File: src/hw/rtl/upbf_pkg.sv
// Package for the UTF-8 paragraph boundary finder: sizes, codes and byte decode.
package upbf_pkg;

  // Saturation bound for byte indices and the text length
  localparam int unsigned MAX_TEXT_BYTES = 65536;
  localparam int unsigned POS_W = $clog2(MAX_TEXT_BYTES + 1);
  // Output index fields are fixed at 17 bits
  localparam int unsigned OUT_W = 17;

  localparam logic [7:0] BYTE_LF      = 8'h0A;
  localparam logic [7:0] BYTE_CR      = 8'h0D;
  localparam logic [7:0] BYTE_PS_LEAD = 8'hE2;
  localparam logic [7:0] BYTE_PS_MID  = 8'h80;
  localparam logic [7:0] BYTE_PS_LAST = 8'hA9;

  typedef logic [POS_W-1:0] pos_t;
  typedef logic [OUT_W-1:0] out_idx_t;

  // Kind of the delimiter that ended the previous character
  typedef enum logic [1:0] {
    KIND_NONE = 2'd0,
    KIND_LF   = 2'd1,
    KIND_CR   = 2'd2,
    KIND_PS   = 2'd3
  } sep_kind_t;

  // Progress through the E2 80 A9 sequence
  typedef enum logic [1:0] {
    STEP_IDLE = 2'd0,
    STEP_LEAD = 2'd1,
    STEP_MID  = 2'd2
  } match_step_t;

  // Continuation bytes that follow a lead byte
  function automatic logic [2:0] cont_bytes(input logic [7:0] b);
    logic [2:0] n;
    if (b < 8'hC0)      n = 3'd0;
    else if (b < 8'hE0) n = 3'd1;
    else if (b < 8'hF0) n = 3'd2;
    else if (b < 8'hF8) n = 3'd3;
    else if (b < 8'hFC) n = 3'd4;
    else if (b < 8'hFE) n = 3'd5;
    else                n = 3'd0;
    return n;
  endfunction

endpackage

File: src/hw/rtl/utf8_paragraph_boundary_finder.sv
// Top level of the UTF-8 paragraph boundary finder.
// Throughput: one byte word per cycle; ready drops only while a result waits.
// The result is registered and shows in the cycle after the word flagged last_byte is taken.
// The scan state updates in one pass of decode logic between the input and the
// result register. Synchronous active-high rst clears the scan state and out_valid.
module utf8_paragraph_boundary_finder
  import upbf_pkg::*;
(
  input  logic                 clk,
  input  logic                 rst,
  input  logic                 in_valid,
  output logic                 in_ready,
  input  logic [7:0]           text_byte,
  input  logic                 last_byte,
  output logic                 out_valid,
  input  logic                 out_ready,
  output logic [OUT_W-1:0]     delimiter_index,
  output logic [OUT_W-1:0]     next_start,
  output logic                 delimiter_seen
);

  // Scan state
  pos_t        byte_position, byte_position_next;
  sep_kind_t   prev_kind, prev_kind_next;
  logic [2:0]  bytes_left, bytes_left_next;
  match_step_t match_step, match_step_next;
  logic        first_found, first_found_next;
  pos_t        first_pos, first_pos_next;
  logic        boundary_found, boundary_found_next;
  pos_t        boundary_pos, boundary_pos_next;
  logic        brk;
  logic        accept;

  assign in_ready = !out_valid || out_ready;
  assign accept   = in_valid && in_ready;

  // Per-byte decode and state update
  always_comb begin
    prev_kind_next      = prev_kind;
    bytes_left_next     = bytes_left;
    match_step_next     = match_step;
    first_found_next    = first_found;
    first_pos_next      = first_pos;
    boundary_found_next = boundary_found;
    boundary_pos_next   = boundary_pos;
    brk = (prev_kind == KIND_LF) || (prev_kind == KIND_PS) ||
          ((prev_kind == KIND_CR) && (text_byte != BYTE_LF));

    if (bytes_left == 3'd0) begin
      if (!boundary_found) begin
        if (brk) begin
          boundary_found_next = 1'b1;
          boundary_pos_next   = byte_position;
          match_step_next     = STEP_IDLE;
        end else if ((text_byte == BYTE_LF) || (text_byte == BYTE_CR)) begin
          if (!first_found) begin
            first_found_next = 1'b1;
            first_pos_next   = byte_position;
          end
          prev_kind_next  = (text_byte == BYTE_LF) ? KIND_LF : KIND_CR;
          match_step_next = STEP_IDLE;
        end else if (text_byte == BYTE_PS_LEAD) begin
          // candidate separator: keep its index, flag only on a full match
          if (!first_found) first_pos_next = byte_position;
          prev_kind_next  = KIND_NONE;
          match_step_next = STEP_LEAD;
        end else begin
          prev_kind_next  = KIND_NONE;
          match_step_next = STEP_IDLE;
        end
      end
      bytes_left_next = cont_bytes(text_byte);
    end else begin
      bytes_left_next = bytes_left - 3'd1;
      case (match_step)
        STEP_LEAD: match_step_next = (text_byte == BYTE_PS_MID) ? STEP_MID : STEP_IDLE;
        STEP_MID: begin
          match_step_next = STEP_IDLE;
          if (text_byte == BYTE_PS_LAST) begin
            prev_kind_next   = KIND_PS;
            first_found_next = 1'b1;
          end
        end
        default: ;
      endcase
    end

    // Saturating byte counter
    if (byte_position < POS_W'(MAX_TEXT_BYTES)) byte_position_next = byte_position + pos_t'(1);
    else                                        byte_position_next = byte_position;
  end

  // State registers: back to the start after the last byte of a text
  always_ff @(posedge clk) begin
    if (rst || (accept && last_byte)) begin
      byte_position  <= '0;
      prev_kind      <= KIND_NONE;
      bytes_left     <= 3'd0;
      match_step     <= STEP_IDLE;
      first_found    <= 1'b0;
      first_pos      <= '0;
      boundary_found <= 1'b0;
      boundary_pos   <= '0;
    end else if (accept) begin
      byte_position  <= byte_position_next;
      prev_kind      <= prev_kind_next;
      bytes_left     <= bytes_left_next;
      match_step     <= match_step_next;
      first_found    <= first_found_next;
      first_pos      <= first_pos_next;
      boundary_found <= boundary_found_next;
      boundary_pos   <= boundary_pos_next;
    end
  end

  // Result register
  always_ff @(posedge clk) begin
    if (rst) begin
      out_valid <= 1'b0;
    end else if (accept && last_byte) begin
      out_valid <= 1'b1;
    end else if (out_ready) begin
      out_valid <= 1'b0;
    end
  end

  always_ff @(posedge clk) begin
    if (accept && last_byte) begin
      delimiter_index <= OUT_W'(first_found_next ? first_pos_next : byte_position_next);
      next_start      <= OUT_W'(boundary_found_next ? boundary_pos_next : byte_position_next);
      delimiter_seen  <= first_found_next;
    end
  end

endmodule

File: config.mk
export PLATFORM = sky130hd
export DESIGN_NAME = utf8_paragraph_boundary_finder
export DESIGN_NICKNAME = d
export VERILOG_FILES = /design/src/hw/rtl/upbf_pkg.sv /design/src/hw/rtl/utf8_paragraph_boundary_finder.sv
export SDC_FILE = /design/constraint.sdc
export NUM_CORES = 1
export LEC_CHECK = 0
export ABC_AREA = 1
export BUFFER_PORTS_ARGS = -buffer_cell sky130_fd_sc_hd__clkbuf_2
export CAP_MARGIN = 20
export CORE_UTILIZATION = 50
export DETAILED_ROUTE_END_ITERATION = 16
export PLACE_DENSITY = 0.72
export SYNTH_ARGS = -nofsm -noshare
export SYNTH_HDL_FRONTEND = slang
export SYNTH_SLANG_ARGS = --single-unit
export TNS_END_PERCENT = 5
File: constraint.sdc
create_clock -name clk -period 1.7 [get_ports clk]
set_input_delay 0.085 -clock clk [delete_from_list [all_inputs] [get_ports clk]]
set_output_delay 0.085 -clock clk [all_outputs]
set_load 0.01 [all_outputs]
==> flow_summary.json <==
{
  "grt_max_degree": 66,
  "drive_above_1_share": 0.220,
  "synthTopCellsByArea": "dfxtp_1, edfxtp_1, nand2_1",
  "cp.arrival_ns": 1.95,
  "start_util": 0.517,
  "hpwl_mm": 8.70,
  "slowest_delay_ns": 0.33,
  "slew_headroom": 0.630,
  "final_nets": 803,
  "synth_fp_nets": 719,
  "setup_ws_ns": -0.129,
  "crit_required_ns": 1.83,
  "tightest_slew_ns": 0.550,
  "area_growth_pct": 24.2,
  "crit_slowest_cell": "dfxtp_2",
  "status": "finished with violations",
  "drc": 0,
  "min_path_type": "in2reg",
  "grt_pass1_wl_mm": 20.3,
  "rsz0062_at_grt": "true",
  "skew_ns": 0.0113,
  "synthFlopType": "dfxtp_1",
  "syn_area_sq_mm": 0.00507,
  "die_w_um": 103,
  "p_int_uw": 3560,
  "final.period_utilization": 1.08,
  "crit_type": "reg2reg",
  "clk_path_buf_depth": 2,
  "crit_family": "buffers and inverters",
  "p_leak_uw": 0.00285,
  "synth_most_common_cell": "nand2_1",
  "synth_edf_count": 35,
  "cts_root_buffer": "clkbuf_8",
  "path_buf_inv": 4,
  "core_sq_mm": 0.00982,
  "detail-route-antenna-nets": 0,
  "insertion_delay_ns": 0.37,
  "min_period_ns": 1.83,
  "gp_congestion": 0.877,
  "p_seq_frac": 0.505,
  "diodes": 0,
  "p_switching_uw": 1610,
  "grt_overflow": 0,
  "synth_top_area_share": 0.241,
  "synth_common_cells": "nand2_1, inv_1, o21ai_0, nor2_1, dfxtp_1",
  "ys_seq_area_frac": 0.448,
  "path_cells": "inv_2 > ha_4 > nand2_4 > nor2_4 > nand3_4 > buf_12 > o21bai_4 > buf_12 > clkbuf_16 > o21ai_1",
  "numCtsBuffers": 9,
  "drv_slew": 0,
  "io_pins": 50,
  "syn_inst": 703,
  "place_inst": 898,
  "rows": 36,
  "hold_violations": 0,
  "ir_drop_mv": 0.433,
  "synth_top_area_cell": "dfxtp_1",
  "drt-total-wl_mm": 13.1,
  "setup_viol": 29,
  "cp-end-kind": "register",
  "grt_pass1_vias": 4412,
  "synth_warnings": 0,
  "syn_avg_cell_area_sq_um": 7.22,
  "clkSlewWorstSetupHoldPaths_ns": 0.09,
  "violations": "setup timing",
  "p_per_area_mw_per_mm2": 820,
  "fmax_mhz": 547,
  "wire_per_inst_um": 14.1,
  "die_area_sq_mm": 0.0106,
  "grt_antenna_before_repair": 0,
  "async_flop_share": 0,
  "vias_per_cell": 5.28,
  "startpoint_type": "register",
  "yosys.cell_types.count": 32,
  "port_buffers": 49,
  "die_h_um": 103,
  "cts_sinks": 96,
  "drtIter0Drc": 364,
  "crit_path_frequent_cell": "buf_12",
  "final_core_util": 0.642,
  "netSwitchingFraction": 0.311,
  "tritoncts": "built",
  "cap_violations": 0,
  "first_pass_iters": 5,
  "ctsHtreeMaxLevel": 3,
  "combPwrFrac": 0.231,
  "gr-usage-all-layers": 0.251,
  "vias": 4882,
  "final_cells": 925,
  "ys_ff_latch": 96,
  "p_clk_frac": 0.264,
  "path_max_fanout": 8
}
==> power by group through the flow <==
stage / Combinational [uW] / Clock, uW / Sequential (uW)
after floorplan: 662 / 0 / 2670
after global placement: 994 / 0 / 2650
after detailed placement: 1030 / 0 / 2660
after CTS: 1060 / 1390 / 2610
after global routing: 1310 / 1470 / 2630
final: 1200 / 1360 / 2610
==> tightest hold or removal path, stage by stage <==
cell and delay [ns]:
clkbuf_2 0.09, inv_1 0.04, nand4_1 0.07, a21oi_1 0.05
==> state kept, by name, summed over array words and instances (netlist names), 2 cells and up <==
name / cells
prev_kind: 2
match_step: 2
boundary_pos: 17
first_pos: 17
bytes_left: 3
next_start: 17
delimiter_index: 17
byte_position: 17
==> metrics by stage <==
step           total power [uW]  hold WS [ns]  cell area, sq um  setup WS (ns)  TNS [ns]
4_1_cts                    5050       0.00584              5980        -0.0912     -1.70
6_report                   5170        0.0114              6300         -0.129     -1.81
3_5_place_dp               3680         0.357              5750         -0.153     -3.31
5_1_grt                    5410        0.0383              6300         -0.206     -6.08
2_1_floorplan              3330         0.248              5090         0.0266         0
3_3_place_gp               3650         0.340              5750        -0.0913     -1.55
==> layout make-up <==
class,instances,area (sq um)
Timing Repair Buffer,111,916
Multi-Input combinational cell,461,2360
Tap cell,133,166
Clock buffer,11,141
Fill cell,911,3520
Clock inverter,5,31.3
Inverter,108,414
Sequential cell,96,2270
==> placed cells by master, fill, tap and decap left out, types with 6 or more instances in the layout <==
cell,netlist,layout
nor2_1,62,58
buf_12,0,9
nand3_1,41,33
o21ai_0,85,63
inv_1,105,100
nand3_2,0,8
o21ai_1,28,45
a21oi_1,37,37
edfxtp_1,35,35
dfxtp_1,61,59
buf_4,3,40
xor2_1,13,7
clkbuf_2,3,49
buf_6,6,8
xor2_2,0,6
clkbuf_8,0,10
nand2_1,162,158
==> kinds of logic after synthesis <==
| family | synth area share |
|---|---|
| fa+ha+maj | 0.00740 |
| flops | 0.448 |
| simple gates | 0.234 |
| xor+xnor | 0.0242 |
| buf+inv | 0.123 |
| compound gates | 0.164 |
==> per-layer routing <==
layer | GRT usage | wire, um | part of all wire
met5 | 0 | 0 | 0
met2 | 0.429 | 6430 | 0.49
met4 | 0.0912 | 334 | 0.026
met3 | 0.0441 | 747 | 0.057
met1 | 0.318 | 5560 | 0.43
==> final timing paths <==
path                            cells after the start                       start  slack (ns)                      endpoint
worst max-delay path                               10  bytes_left[0]$_SDFFE_PP0P_       -0.13  delimiter_index[9]$_DFFE_PP_
worst min-delay path                                4                text_byte[0]        0.01    match_step[1]$_SDFFE_PP0P_
worst min register to register                      2   prev_kind[1]$_SDFFE_PP0P_        0.50     prev_kind[1]$_SDFFE_PP0P_
worst max register to register                     10  bytes_left[0]$_SDFFE_PP0P_       -0.13  delimiter_index[9]$_DFFE_PP_
==> what timing repair did <==
action / in CTS / in global routing
resized for setup: 10 / 65
pin swaps: 3 / 10
gates cloned: 0 / 3
hold buffers: 1 / 0
setup endpoints to repair: 40 / 88
endpoints found under the hold margin: 1 / 0
buffers inserted: 2 / 6
Power figures use the tool's default switching activity.
